==> src/rtl/kot_pkg.sv <==
// Shared types and constants for the keyed offset table.
// Used by kot_store, kot_ctrl and keyed_offset_table; depends on nothing.
package kot_pkg;

  localparam int TABLE_DEPTH = 16;
  localparam int ADDR_W      = $clog2(TABLE_DEPTH);
  localparam int CNT_W       = $clog2(TABLE_DEPTH + 1);

  // Request codes
  localparam logic [1:0] REQ_LOOKUP = 2'd0;
  localparam logic [1:0] REQ_INSERT = 2'd1;
  localparam logic [1:0] REQ_REMOVE = 2'd2;

  // Status codes
  localparam logic [1:0] STAT_DONE     = 2'd0;
  localparam logic [1:0] STAT_FULL     = 2'd1;
  localparam logic [1:0] STAT_DISABLED = 2'd2;

  // One table slot
  typedef struct packed {
    logic [31:0] process_id;
    logic [31:0] port_handle;
    logic [31:0] offset;
  } entry_t;

  // Store read port request
  typedef struct packed {
    logic              en;
    logic [ADDR_W-1:0] addr;
  } rd_req_t;

  // Store write port request
  typedef struct packed {
    logic              en;
    logic [ADDR_W-1:0] addr;
    entry_t            data;
  } wr_req_t;

  // One result transfer
  typedef struct packed {
    logic        valid;
    logic        found;
    logic [31:0] offset;
    logic [1:0]  status;
  } result_t;

  // Sequencer states
  typedef enum logic [3:0] {
    S_IDLE       = 4'b0001,
    S_SCAN       = 4'b0010,
    S_SHIFT_UP   = 4'b0100,
    S_SHIFT_DOWN = 4'b1000
  } state_t;

endpackage

==> src/rtl/kot_store.sv <==
// Slot store of the keyed offset table: one write port, one registered read port.
// Depends on kot_pkg for the entry layout and depth.
module kot_store (
  input  logic             clk,
  input  kot_pkg::rd_req_t rd,
  input  kot_pkg::wr_req_t wr,
  output kot_pkg::entry_t  rd_data
);

  kot_pkg::entry_t mem [kot_pkg::TABLE_DEPTH];

  // Write one slot
  always_ff @(posedge clk) begin
    if (wr.en) begin
      mem[wr.addr] <= wr.data;
    end
  end

  // Read one slot, data in the next cycle
  always_ff @(posedge clk) begin
    if (rd.en) begin
      rd_data <= mem[rd.addr];
    end
  end

endmodule

==> src/rtl/kot_ctrl.sv <==
// Sequencer of the keyed offset table: scans slots through the key comparator, then
// on insert or remove moves slots one a cycle to open or close a gap. Depends on kot_pkg.
module kot_ctrl (
  input  logic                    clk,
  input  logic                    rst,
  input  logic                    start,
  input  logic [1:0]              req_type,
  input  logic [31:0]             process_id,
  input  logic [31:0]             port_handle,
  input  logic [31:0]             virtual_offset,
  input  logic                    table_enable,
  input  kot_pkg::entry_t         rd_data,
  output logic                    busy,
  output kot_pkg::rd_req_t        rd,
  output kot_pkg::wr_req_t        wr,
  output kot_pkg::result_t        res
);

  kot_pkg::state_t state, state_next;

  logic [kot_pkg::CNT_W-1:0]  cnt, cnt_next;
  logic [kot_pkg::CNT_W-1:0]  idx, idx_next;
  logic                       rd_pend, rd_pend_next;
  logic [kot_pkg::ADDR_W-1:0] rd_idx, rd_idx_next;
  logic                       hit, hit_next;
  logic [kot_pkg::ADDR_W-1:0] hit_idx, hit_idx_next;
  logic [31:0]                hit_off, hit_off_next;

  logic [1:0]  req;
  logic [31:0] key_pid;
  logic [31:0] key_handle;
  logic [31:0] key_voff;

  logic                       match;
  logic [kot_pkg::CNT_W-1:0]  idx_dec;
  logic [kot_pkg::CNT_W-1:0]  idx_inc;
  logic                       accept;

  assign busy    = (state != kot_pkg::S_IDLE);
  assign accept  = start && !busy;
  assign idx_dec = idx - kot_pkg::CNT_W'(1);
  assign idx_inc = idx + kot_pkg::CNT_W'(1);

  // Shared key comparator on the slot just read
  assign match = rd_pend && (rd_data.process_id == key_pid) &&
                 (rd_data.port_handle == key_handle);

  // Sequencer
  always_comb begin
    state_next   = state;
    cnt_next     = cnt;
    idx_next     = idx;
    rd_pend_next = 1'b0;
    rd_idx_next  = rd_idx;
    hit_next     = hit;
    hit_idx_next = hit_idx;
    hit_off_next = hit_off;
    rd           = '0;
    wr           = '0;
    res          = '0;

    case (state)
      kot_pkg::S_IDLE: begin
        if (start) begin
          if (!table_enable) begin
            res.valid  = 1'b1;
            res.status = kot_pkg::STAT_DISABLED;
          end else if (req_type == kot_pkg::REQ_LOOKUP ||
                       req_type == kot_pkg::REQ_INSERT ||
                       req_type == kot_pkg::REQ_REMOVE) begin
            state_next = kot_pkg::S_SCAN;
            idx_next   = '0;
            hit_next   = 1'b0;
          end else begin
            // reserved request: answer at once, table untouched
            res.valid  = 1'b1;
            res.status = kot_pkg::STAT_DONE;
          end
        end
      end

      kot_pkg::S_SCAN: begin
        // record the newest match
        if (match && !hit) begin
          hit_next     = 1'b1;
          hit_idx_next = rd_idx;
          hit_off_next = rd_data.offset;
        end
        if (!hit && !match && idx < cnt) begin
          // advance to the next slot
          rd.en        = 1'b1;
          rd.addr      = idx[kot_pkg::ADDR_W-1:0];
          rd_pend_next = 1'b1;
          rd_idx_next  = idx[kot_pkg::ADDR_W-1:0];
          idx_next     = idx_inc;
        end else if (!rd_pend) begin
          case (req)
            kot_pkg::REQ_LOOKUP: begin
              res.valid  = 1'b1;
              res.found  = hit;
              res.offset = hit ? hit_off : 32'd0;
              res.status = kot_pkg::STAT_DONE;
              state_next = kot_pkg::S_IDLE;
            end
            kot_pkg::REQ_INSERT: begin
              if (cnt == kot_pkg::CNT_W'(kot_pkg::TABLE_DEPTH)) begin
                // drop the insert, table full
                res.valid  = 1'b1;
                res.found  = hit;
                res.status = kot_pkg::STAT_FULL;
                state_next = kot_pkg::S_IDLE;
              end else begin
                state_next = kot_pkg::S_SHIFT_UP;
                idx_next   = cnt;
              end
            end
            default: begin
              if (hit) begin
                state_next = kot_pkg::S_SHIFT_DOWN;
                idx_next   = kot_pkg::CNT_W'(hit_idx) + kot_pkg::CNT_W'(1);
              end else begin
                res.valid  = 1'b1;
                res.status = kot_pkg::STAT_DONE;
                state_next = kot_pkg::S_IDLE;
              end
            end
          endcase
        end
      end

      kot_pkg::S_SHIFT_UP: begin
        // write back the slot read last cycle one place further down
        if (rd_pend) begin
          wr.en   = 1'b1;
          wr.addr = rd_idx + kot_pkg::ADDR_W'(1);
          wr.data = rd_data;
        end
        if (idx != '0) begin
          rd.en        = 1'b1;
          rd.addr      = idx_dec[kot_pkg::ADDR_W-1:0];
          rd_pend_next = 1'b1;
          rd_idx_next  = idx_dec[kot_pkg::ADDR_W-1:0];
          idx_next     = idx_dec;
        end else if (!rd_pend) begin
          // place the new entry at the front
          wr.en              = 1'b1;
          wr.addr            = '0;
          wr.data.process_id = key_pid;
          wr.data.port_handle = key_handle;
          wr.data.offset     = key_voff;
          cnt_next           = cnt + kot_pkg::CNT_W'(1);
          res.valid          = 1'b1;
          res.found          = hit;
          res.status         = kot_pkg::STAT_DONE;
          state_next         = kot_pkg::S_IDLE;
        end
      end

      kot_pkg::S_SHIFT_DOWN: begin
        // close the gap: move each later slot one place up
        if (rd_pend) begin
          wr.en   = 1'b1;
          wr.addr = rd_idx - kot_pkg::ADDR_W'(1);
          wr.data = rd_data;
        end
        if (idx < cnt) begin
          rd.en        = 1'b1;
          rd.addr      = idx[kot_pkg::ADDR_W-1:0];
          rd_pend_next = 1'b1;
          rd_idx_next  = idx[kot_pkg::ADDR_W-1:0];
          idx_next     = idx_inc;
        end else if (!rd_pend) begin
          cnt_next   = cnt - kot_pkg::CNT_W'(1);
          res.valid  = 1'b1;
          res.found  = 1'b1;
          res.status = kot_pkg::STAT_DONE;
          state_next = kot_pkg::S_IDLE;
        end
      end

      default: begin
        state_next = kot_pkg::S_IDLE;
      end
    endcase
  end

  // Control registers
  always_ff @(posedge clk) begin
    if (rst) begin
      state   <= kot_pkg::S_IDLE;
      cnt     <= '0;
      idx     <= '0;
      rd_pend <= 1'b0;
      hit     <= 1'b0;
    end else begin
      state   <= state_next;
      cnt     <= cnt_next;
      idx     <= idx_next;
      rd_pend <= rd_pend_next;
      hit     <= hit_next;
    end
  end

  // Payload registers: hold the request for the whole walk
  always_ff @(posedge clk) begin
    rd_idx  <= rd_idx_next;
    hit_idx <= hit_idx_next;
    hit_off <= hit_off_next;
    if (accept) begin
      req        <= req_type;
      key_pid    <= process_id;
      key_handle <= port_handle;
      key_voff   <= virtual_offset;
    end
  end

  // Checks
  a_cnt_bound: assert property (@(posedge clk) disable iff (rst)
    cnt <= kot_pkg::CNT_W'(kot_pkg::TABLE_DEPTH))
    else $error("fill count beyond table depth");

  a_no_idle_write: assert property (@(posedge clk) disable iff (rst)
    wr.en |-> state != kot_pkg::S_IDLE)
    else $error("store written while idle");

  a_res_to_idle: assert property (@(posedge clk) disable iff (rst)
    res.valid |=> state == kot_pkg::S_IDLE)
    else $error("sequencer not idle after a result");

  a_full_status: assert property (@(posedge clk) disable iff (rst)
    (res.valid && res.status == kot_pkg::STAT_FULL) |->
      cnt == kot_pkg::CNT_W'(kot_pkg::TABLE_DEPTH))
    else $error("full status with free slots");

  a_start_scan: assert property (@(posedge clk) disable iff (rst)
    (accept && table_enable &&
     (req_type == kot_pkg::REQ_LOOKUP || req_type == kot_pkg::REQ_INSERT ||
      req_type == kot_pkg::REQ_REMOVE)) |=> state == kot_pkg::S_SCAN)
    else $error("accepted request did not start a scan");

endmodule

==> src/rtl/keyed_offset_table.sv <==
// Top level of the keyed offset table: enable register, result registers,
// slot store and sequencer. Depends on kot_pkg, kot_store and kot_ctrl.
//
// A request is taken when start is high and busy is low; its single result appears
// on found, offset_out and status for one cycle with done high, and must be taken
// then, as the receiver cannot stall. With the table disabled or a reserved request
// code busy stays low and the result follows in the next cycle. Otherwise the block
// walks the slots through one key comparator and one memory port, one slot per
// cycle, and busy is high for the scan, up to the newest match or over all valid
// slots; then, for an insert into a table not full, while every entry moves down
// and the front slot is written, or, for a remove that matched, while the later
// slots move up to close the gap. done rises in the same cycle as busy falls, and
// the longest request is an insert into a table one short of full. Reset empties
// the table at once through its fill count.
module keyed_offset_table (
  input  logic        clk,
  input  logic        rst,
  input  logic        cfg_wen,
  input  logic        cfg_wdata,
  input  logic        start,
  input  logic [1:0]  req_type,
  input  logic [31:0] process_id,
  input  logic [31:0] port_handle,
  input  logic [31:0] virtual_offset,
  output logic        busy,
  output logic        done,
  output logic        found,
  output logic [31:0] offset_out,
  output logic [1:0]  status
);

  logic             table_enable;
  kot_pkg::rd_req_t rd;
  kot_pkg::wr_req_t wr;
  kot_pkg::entry_t  rd_data;
  kot_pkg::result_t res;

  // Enable register
  always_ff @(posedge clk) begin
    if (rst) begin
      table_enable <= 1'b0;
    end else if (cfg_wen) begin
      table_enable <= cfg_wdata;
    end
  end

  kot_store u_store (
    .clk     (clk),
    .rd      (rd),
    .wr      (wr),
    .rd_data (rd_data)
  );

  kot_ctrl u_ctrl (
    .clk            (clk),
    .rst            (rst),
    .start          (start),
    .req_type       (req_type),
    .process_id     (process_id),
    .port_handle    (port_handle),
    .virtual_offset (virtual_offset),
    .table_enable   (table_enable),
    .rd_data        (rd_data),
    .busy           (busy),
    .rd             (rd),
    .wr             (wr),
    .res            (res)
  );

  // Register the result transfer
  always_ff @(posedge clk) begin
    if (rst) begin
      done <= 1'b0;
    end else begin
      done <= res.valid;
    end
  end

  always_ff @(posedge clk) begin
    if (res.valid) begin
      found      <= res.found;
      offset_out <= res.offset;
      status     <= res.status;
    end
  end

endmodule
==> config.mk <==
export PLATFORM = sky130hd
export DESIGN_NAME = keyed_offset_table
export DESIGN_NICKNAME = d
export VERILOG_FILES = /design/src/rtl/kot_pkg.sv /design/src/rtl/kot_store.sv /design/src/rtl/kot_ctrl.sv /design/src/rtl/keyed_offset_table.sv
export SDC_FILE = /design/constraint.sdc
export NUM_CORES = 2
export LEC_CHECK = 0
export CORE_AREA = 2 2 408 410
export DETAILED_ROUTE_END_ITERATION = 8
export DIE_AREA = 0 0 410 412
export DONT_BUFFER_PORTS = 1
export PLACE_DENSITY_LB_ADDON = 0.3
export REMOVE_ABC_BUFFERS = 1
export SYNTH_ARGS = -nofsm -noshare
export SYNTH_HDL_FRONTEND = slang
export SYNTH_SLANG_ARGS = --single-unit
==> constraint.sdc <==
create_clock -name clk -period 17.9 [get_ports clk]
set_input_delay 0.895 -clock clk [delete_from_list [all_inputs] [get_ports clk]]
set_output_delay 0.895 -clock clk [all_outputs]
set_load 0.05 [all_outputs]
== Word level (Yosys, flattened, before mapping) ==
Memory sizes are Yosys's and may differ from the RTL's. A register that Yosys moved wholly into a read port is not among the register bits.
Cells that the tools add are included.

* Add/sub/neg operators: 7
* Magnitude comparators: 1
* Eq/ne operators: 28
* Muxes and demuxes: 74
* Bitwise operators: 3
* Reductions and logical operators: 25

{| class="wikitable"
|+ Operators by type and width
! cell !! count
|-
| $mux W101 || 4
|-
| $pmux W101 S2 || 1
|-
| $mux W5 || 16
|-
| $mux W36 || 2
|-
| $eq A32 B32 Y1 || 2
|-
| $mux W32 || 2
|-
| $mux W4 || 12
|-
| $pmux W5 S2 || 2
|-
| $pmux W5 S4 || 1
|-
| $mux W2 || 8
|-
| $ne A2 B2 Y1 const B || 8
|-
| $pmux W4 S4 || 1
|-
| $pmux W5 S3 || 1
|-
| $mux W1 || 14
|-
| $pmux W4 S3 || 1
|-
| $add A5 B1 Y5 const B || 2
|-
| $ne A2 B1 Y1 const B || 5
|-
| $reduce_and A10 Y1 || 1
|-
| $reduce_and A5 Y1 || 2
|-
| $sub A5 B1 Y5 const B || 2
|-
| $pmux W4 S2 || 1
|-
| $reduce_and A7 Y1 || 1
|-
| $logic_and A1 B1 Y1 || 6
|-
| $pmux W1 S2 || 3
|-
| 31 further kinds || 40
|}

* Register bits after elaboration: 191
* Memory bits (writable): 1,536
* Input bits: 103
* Output and inout port bits: 37
* Logic and storage cells: 156
* Memories: 1

{| class="wikitable"
|+ Memory list
! memory !! words !! bits a word !! read ports !! clocked after memory_dff !! write ports !! line !! RTL
|-
| u_store.mem || 16 || 96 || 1 || 1 || 1 || kot_store.sv:10 || <nowiki>kot_pkg::entry_t mem [kot_pkg::TABLE_DEPTH];</nowiki>
|}

== Depth between registers and ports, before layout ==
* Depth after elaboration: 8
* Mapped depth: 15
* Gate-level depth less buffers: 11

== By module ==
From an unflattened synthesis, not the netlist that was laid out.

* Cells, all modules: 3,203
* Area total of the unflattened synthesis: 69,502.9 µm²

{| class="wikitable"
|+ By module, submodules not included
! module !! instances !! cells each !! area each (µm²) !! seq. area each (µm²)
|-
| kot_store || 1 || 2,460 || 60,315.3 || 49,007.0
|-
| kot_ctrl || 1 || 703 || 8,076.5 || 4,464.3
|-
| keyed_offset_table || 1 || 40 || 1,111.1 || 1,091.0
|}

== Least setup slack after synthesis ==
Ideal clock, no wire load.

* Path type: register -> register
* Start point: reg u_ctrl.idx[1] (netlist name)
* End point: mem u_store.mem[8][0] (netlist name) (enable)
* Setup time: 0.552 ns
* Data arrival time: 6.144 ns
* Required time: 17.348 ns
* Path slack: 11.205 ns
* Stages on the path, launching flop included: 10
* Path buffers: 2
* Clock period less this slack: 6.695 ns
* Path through: dfxtp_1 clkbuf_1 clkinv_1 ha_1 nor4b_1 nand2_1 nor2_1 clkbuf_1 a31oi_1 nor2_1

* Longest elaborated chain between the ends: 5

{| class="wikitable"
|+ Ends and longest elaborated chain
! what !! line !! RTL
|-
| from (decl) || kot_ctrl.sv:22 || <nowiki>logic [kot_pkg::CNT_W-1:0] idx, idx_next;</nowiki>
|-
| from (signal assigned) || kot_ctrl.sv:198 || <nowiki>idx <= idx_next;</nowiki>
|-
| $reduce_bool A5 Y1 (*) || kot_ctrl.sv:138 || <nowiki>if (idx != '0) begin</nowiki>
|-
| $mux W101 (*) || kot_ctrl.sv:138 ||
|-
| $pmux W101 S2 (*) || kot_ctrl.sv:62 || <nowiki>case (state)</nowiki>
|-
| $mux W1 || kot_store.sv:14 || <nowiki>if (wr.en) begin</nowiki>
|-
| $mux W1 (implied by the code) || kot_store.sv:15 || <nowiki>mem[wr.addr] <= wr.data;</nowiki>
|-
| to (decl) || kot_store.sv:10 ||
|}

Mark *: on every way between the ends. The rest lies on a longest branch, timed or not.

== Final worst setup path ==
* Start point: reg u_ctrl.key_handle[4]
* End point: reg, netlist name u_store.rd_data[9]

* Longest elaborated chain between the ends: 7

{| class="wikitable"
|+ Ends and longest elaborated chain
! what !! line !! RTL
|-
| from (decl) || kot_ctrl.sv:31 || <nowiki>logic [31:0] key_handle;</nowiki>
|-
| from (signal assigned) || kot_ctrl.sv:212 || <nowiki>key_handle <= port_handle;</nowiki>
|-
| $eq A32 B32 Y1 || kot_ctrl.sv:46 || <nowiki>(rd_data.port_handle == key_handle);</nowiki>
|-
| $logic_and A1 B1 Y1 || kot_ctrl.sv:45 || <nowiki>assign match = rd_pend && (rd_data.process_id == key_pid) &&</nowiki>
|-
| $logic_not A1 Y1 || kot_ctrl.sv:89 || <nowiki>if (!hit && !match && idx < cnt) begin</nowiki>
|-
| $logic_and A1 B1 Y1 (2 in a row) || kot_ctrl.sv:89 ||
|-
| $mux W5 || kot_ctrl.sv:89 ||
|-
| $pmux W5 S3 || kot_ctrl.sv:62 ||
|}

No other way between the ends.
A chain may end at the register's enable or synchronous reset.

==> reports/results.txt <==
status - completed
Starting Density - 43.8%
number of synthesized register bits - 1823
routability cong. - 0.802
crit share post-route - 41.5%
Syn Std Cell Area - 72000 um^2
Leakage - 33.2 nW
clock power share - 41.2%
Global Route Usage Sum - 21.7%
layout cell share with drive strength beyond 1 - 8.08%
vias in the first global route - 36987
hold buffer count at CTS - 0
normalized max-slew margin - 13.4%
CP max FO - 147
minimum clock period - 7.44 ns
arrival time at the worst endpoint - 7.99 ns
Final Hold Viols - 0
P per Cell Area - 107 nW/um^2
Hold/Removal Path Class - in2reg
Clock transition at path regs - 0.06 ns
crit end category - flip-flop
top_reg_cell synth - edfxtp_1
Max Freq - 134 MHz
Final #Nets - 4331
CTS sink cnt - 1823
largest net degree at the start of global routing - 148
P_sw - 1.84 mW
RR Endpoint - u_store.rd_data[9]$_DFFE_PP_
Seq/Total Area, Yosys - 75.8%
CTS Buf Count - 179
measured slew at the worst slew-check pin - 1.30 ns
PostCTS Resize Cnt - 0
setup TNS - 0 ns
Util after Layout - 48.7%
Ports - 140
Max VDD drop - 0.133 mV
first-pass GRT wire length - 264000 um
GRT Residual Overflow - 0
drt first-iter violations - 4529
Std-Cell Rows - 149
Max-Cap Viols - 0
Die Height - 412 um
post-DP HPWL - 90100 um
die area - 169000 um^2
Synthesis Warnings - 0
drt via density - 5.87
Routed Antenna Nets - 0
total core area - 164000 um^2
Port-buffer cells - 0
Flop pwr share - 56.6%
leading cell types in the layout, fill and taps excluded - edfxtp_1 (1805), mux2i_1 (756), nor3_1 (319), o22ai_1 (210), clkbuf_16 (183)
most common cell after layout, fill and taps aside - edfxtp_1
RSZ-0062 raised after global routing - false
final setup margin - 10.46 ns
Hold Path Origin - rst
Bufs on Longest Clock Path - 3
Logic pwr share - 2.2%
Req. time, crit path - 18.45 ns
Syn Area/Cell - 17.1 um^2
post-CTS setup buffer count - 0
synth-to-layout area growth - 11.1%
root buf cell - clkbuf_16
Wirelength per Cell - 28.4 um
setup slack, reg-to-reg - 10.46 ns
Internal Power - 6.74 mW
Worst Reg-to-Reg Cells - 13
Die Width - 410 um
DRC Markers - 0
Critical Path Start Type - flip-flop
Sw Ratio - 21.4%
Routed WL - 186000 um
clk_lat worst skew - 0.83 ns
reg-to-reg startpoint - u_ctrl.key_handle[4]$_DFFE_PP_
Fin Clk Skew - 0.0243 ns
hold worst-path end - u_ctrl.cnt[2]$_SDFFE_PP0P_
antenna violations before repair - 41
Worst Hold Depth - 1
final count of negative-setup-slack endpoints - 0
DRT Pass-1 Iters - 7
Placement Setup Slack - 10.29 ns
Gate Count Post-Synth - 4208
vias - 38528
async set-or-reset flop fraction in the synthesized netlist - 0%
H-Tree Depth - 4
CTS tree - built
WS Path Type - reg2reg
Post-synth EDFFs - 1805
Slew Limit Fails - 0
Yosys cell types - 73
-- cells in the mapped netlist (7+ instances only) --
master,n,area (um^2)
edfxtp_1,1805,54200
mux2i_1,756,7570
nor3_1,319,1600
o22ai_1,211,1320
buf_2,117,586
and2_1,114,713
nor2_1,97,364
a22o_1,96,841
clkbuf_1,95,357
nor4_1,91,569
or3b_1,79,692
xnor2_1,53,464
nand2_1,48,180
a21oi_1,35,175
inv_1,23,86.3
buf_1,18,67.6
dfxtp_1,18,360
or4b_1,18,180
buf_4,17,128
nand4_1,17,106
o21ai_0,17,85.1
nand2b_1,16,100
ha_1,13,163
o21ai_1,12,60.1
xor2_1,12,105
nand3_1,11,55.1
a211oi_1,7,52.6
-- power groups by stage --
stage               sequential [mW]  clock, mW  combinational, mW
floorplan                      4.93          0              0.103
global placement               4.94          0              0.193
detailed placement             4.94          0              0.195
CTS                            4.86       3.58              0.195
global route                   4.86       3.75              0.204
finish                         4.86       3.54              0.192
-- worst max-delay path, cell delays in order (launching register included) --
cell and delay [ns]:
edfxtp_1 0.41, xnor2_1 0.23, nand4_1 0.24, nor4_1 1.02, nand4b_1 0.55, o31ai_4 0.40
buf_12 0.66, buf_12 0.64, buf_4 0.94, buf_4 0.84, mux2i_1 0.28, nor3_1 0.06
nor4_1 0.37, or3b_1 0.38
-- through the flow --
stage	cells	instance area [um^2]	hold WS, ns	power [mW]
2_1_floorplan	3957	70800	0.427	5.03
3_3_place_gp	6222	74500	0.440	5.14
3_5_place_dp	6222	74500	0.438	5.14
4_1_cts	6546	79900	0.0799	8.63
5_1_grt	6552	79900	0.0977	8.82
6_report	6560	79900	0.144	8.58
-- area by class of cell --
class,instances,area [um^2]
Antenna cell,14,35.0
Clock buffer,234,4770
Clock inverter,90,654
Fill cell,13416,84300
Inverter,25,98.8
Multi-Input combinational cell,2109,16400
Sequential cell,1823,54600
Tap cell,2189,2740
Timing Repair Buffer,76,658
-- routing by layer --
metal	GRT usage [%]	wire, um	vias to the layer above
li1	-	-	16761
met1	30.2	78100	19824
met2	34.0	86800	1619
met3	5.42	16800	300
met4	5.82	4230	24
met5	0	169	-
-- worst max-delay path by stage --
stage,endpoint,cells after the start,startpoint,slack [ns]
after floorplan,u_store.rd_data[94]$_DFFE_PP_,11,u_ctrl.idx[0]$_SDFFE_PP0P_,-72.02
after global placement,u_store.rd_data[4]$_DFFE_PP_,13,u_ctrl.key_handle[4]$_DFFE_PP_,10.44
after detailed placement,u_store.rd_data[9]$_DFFE_PP_,13,u_ctrl.key_handle[4]$_DFFE_PP_,10.29
after CTS,u_store.rd_data[9]$_DFFE_PP_,13,u_ctrl.key_handle[4]$_DFFE_PP_,10.28
after global routing,u_store.rd_data[9]$_DFFE_PP_,13,u_ctrl.key_pid[11]$_DFFE_PP_,10.15
final,u_store.rd_data[9]$_DFFE_PP_,13,u_ctrl.key_handle[4]$_DFFE_PP_,10.46
-- cell families (layout without fill, tap and decap cells) --
logic type      Yosys count  after routing  share of synthesized area (%)
buf+inv                 276            425                           1.76
xor+xnor                 65             65                          0.791
compound gates          428            428                           4.12
fa+ha+maj                14             14                          0.254
simple gates            841            841                           6.65
mux                     761            761                           10.6
other cells               0             14                              0
flops                  1823           1823                           75.8
-- state kept, by name (all words and copies together), names as in the netlist, 2 cells and up --
name               cells
u_store.mem         1536
u_store.rd_data       96
offset_out            32
u_ctrl.hit_off        32
u_ctrl.key_handle     32
u_ctrl.key_pid        32
u_ctrl.key_voff       32
u_ctrl.cnt             5
u_ctrl.idx             5
u_ctrl.hit_idx         4
u_ctrl.rd_idx          4
u_ctrl.state           4
status                 2
u_ctrl.req             2
(Power assumes the default switching activity.)
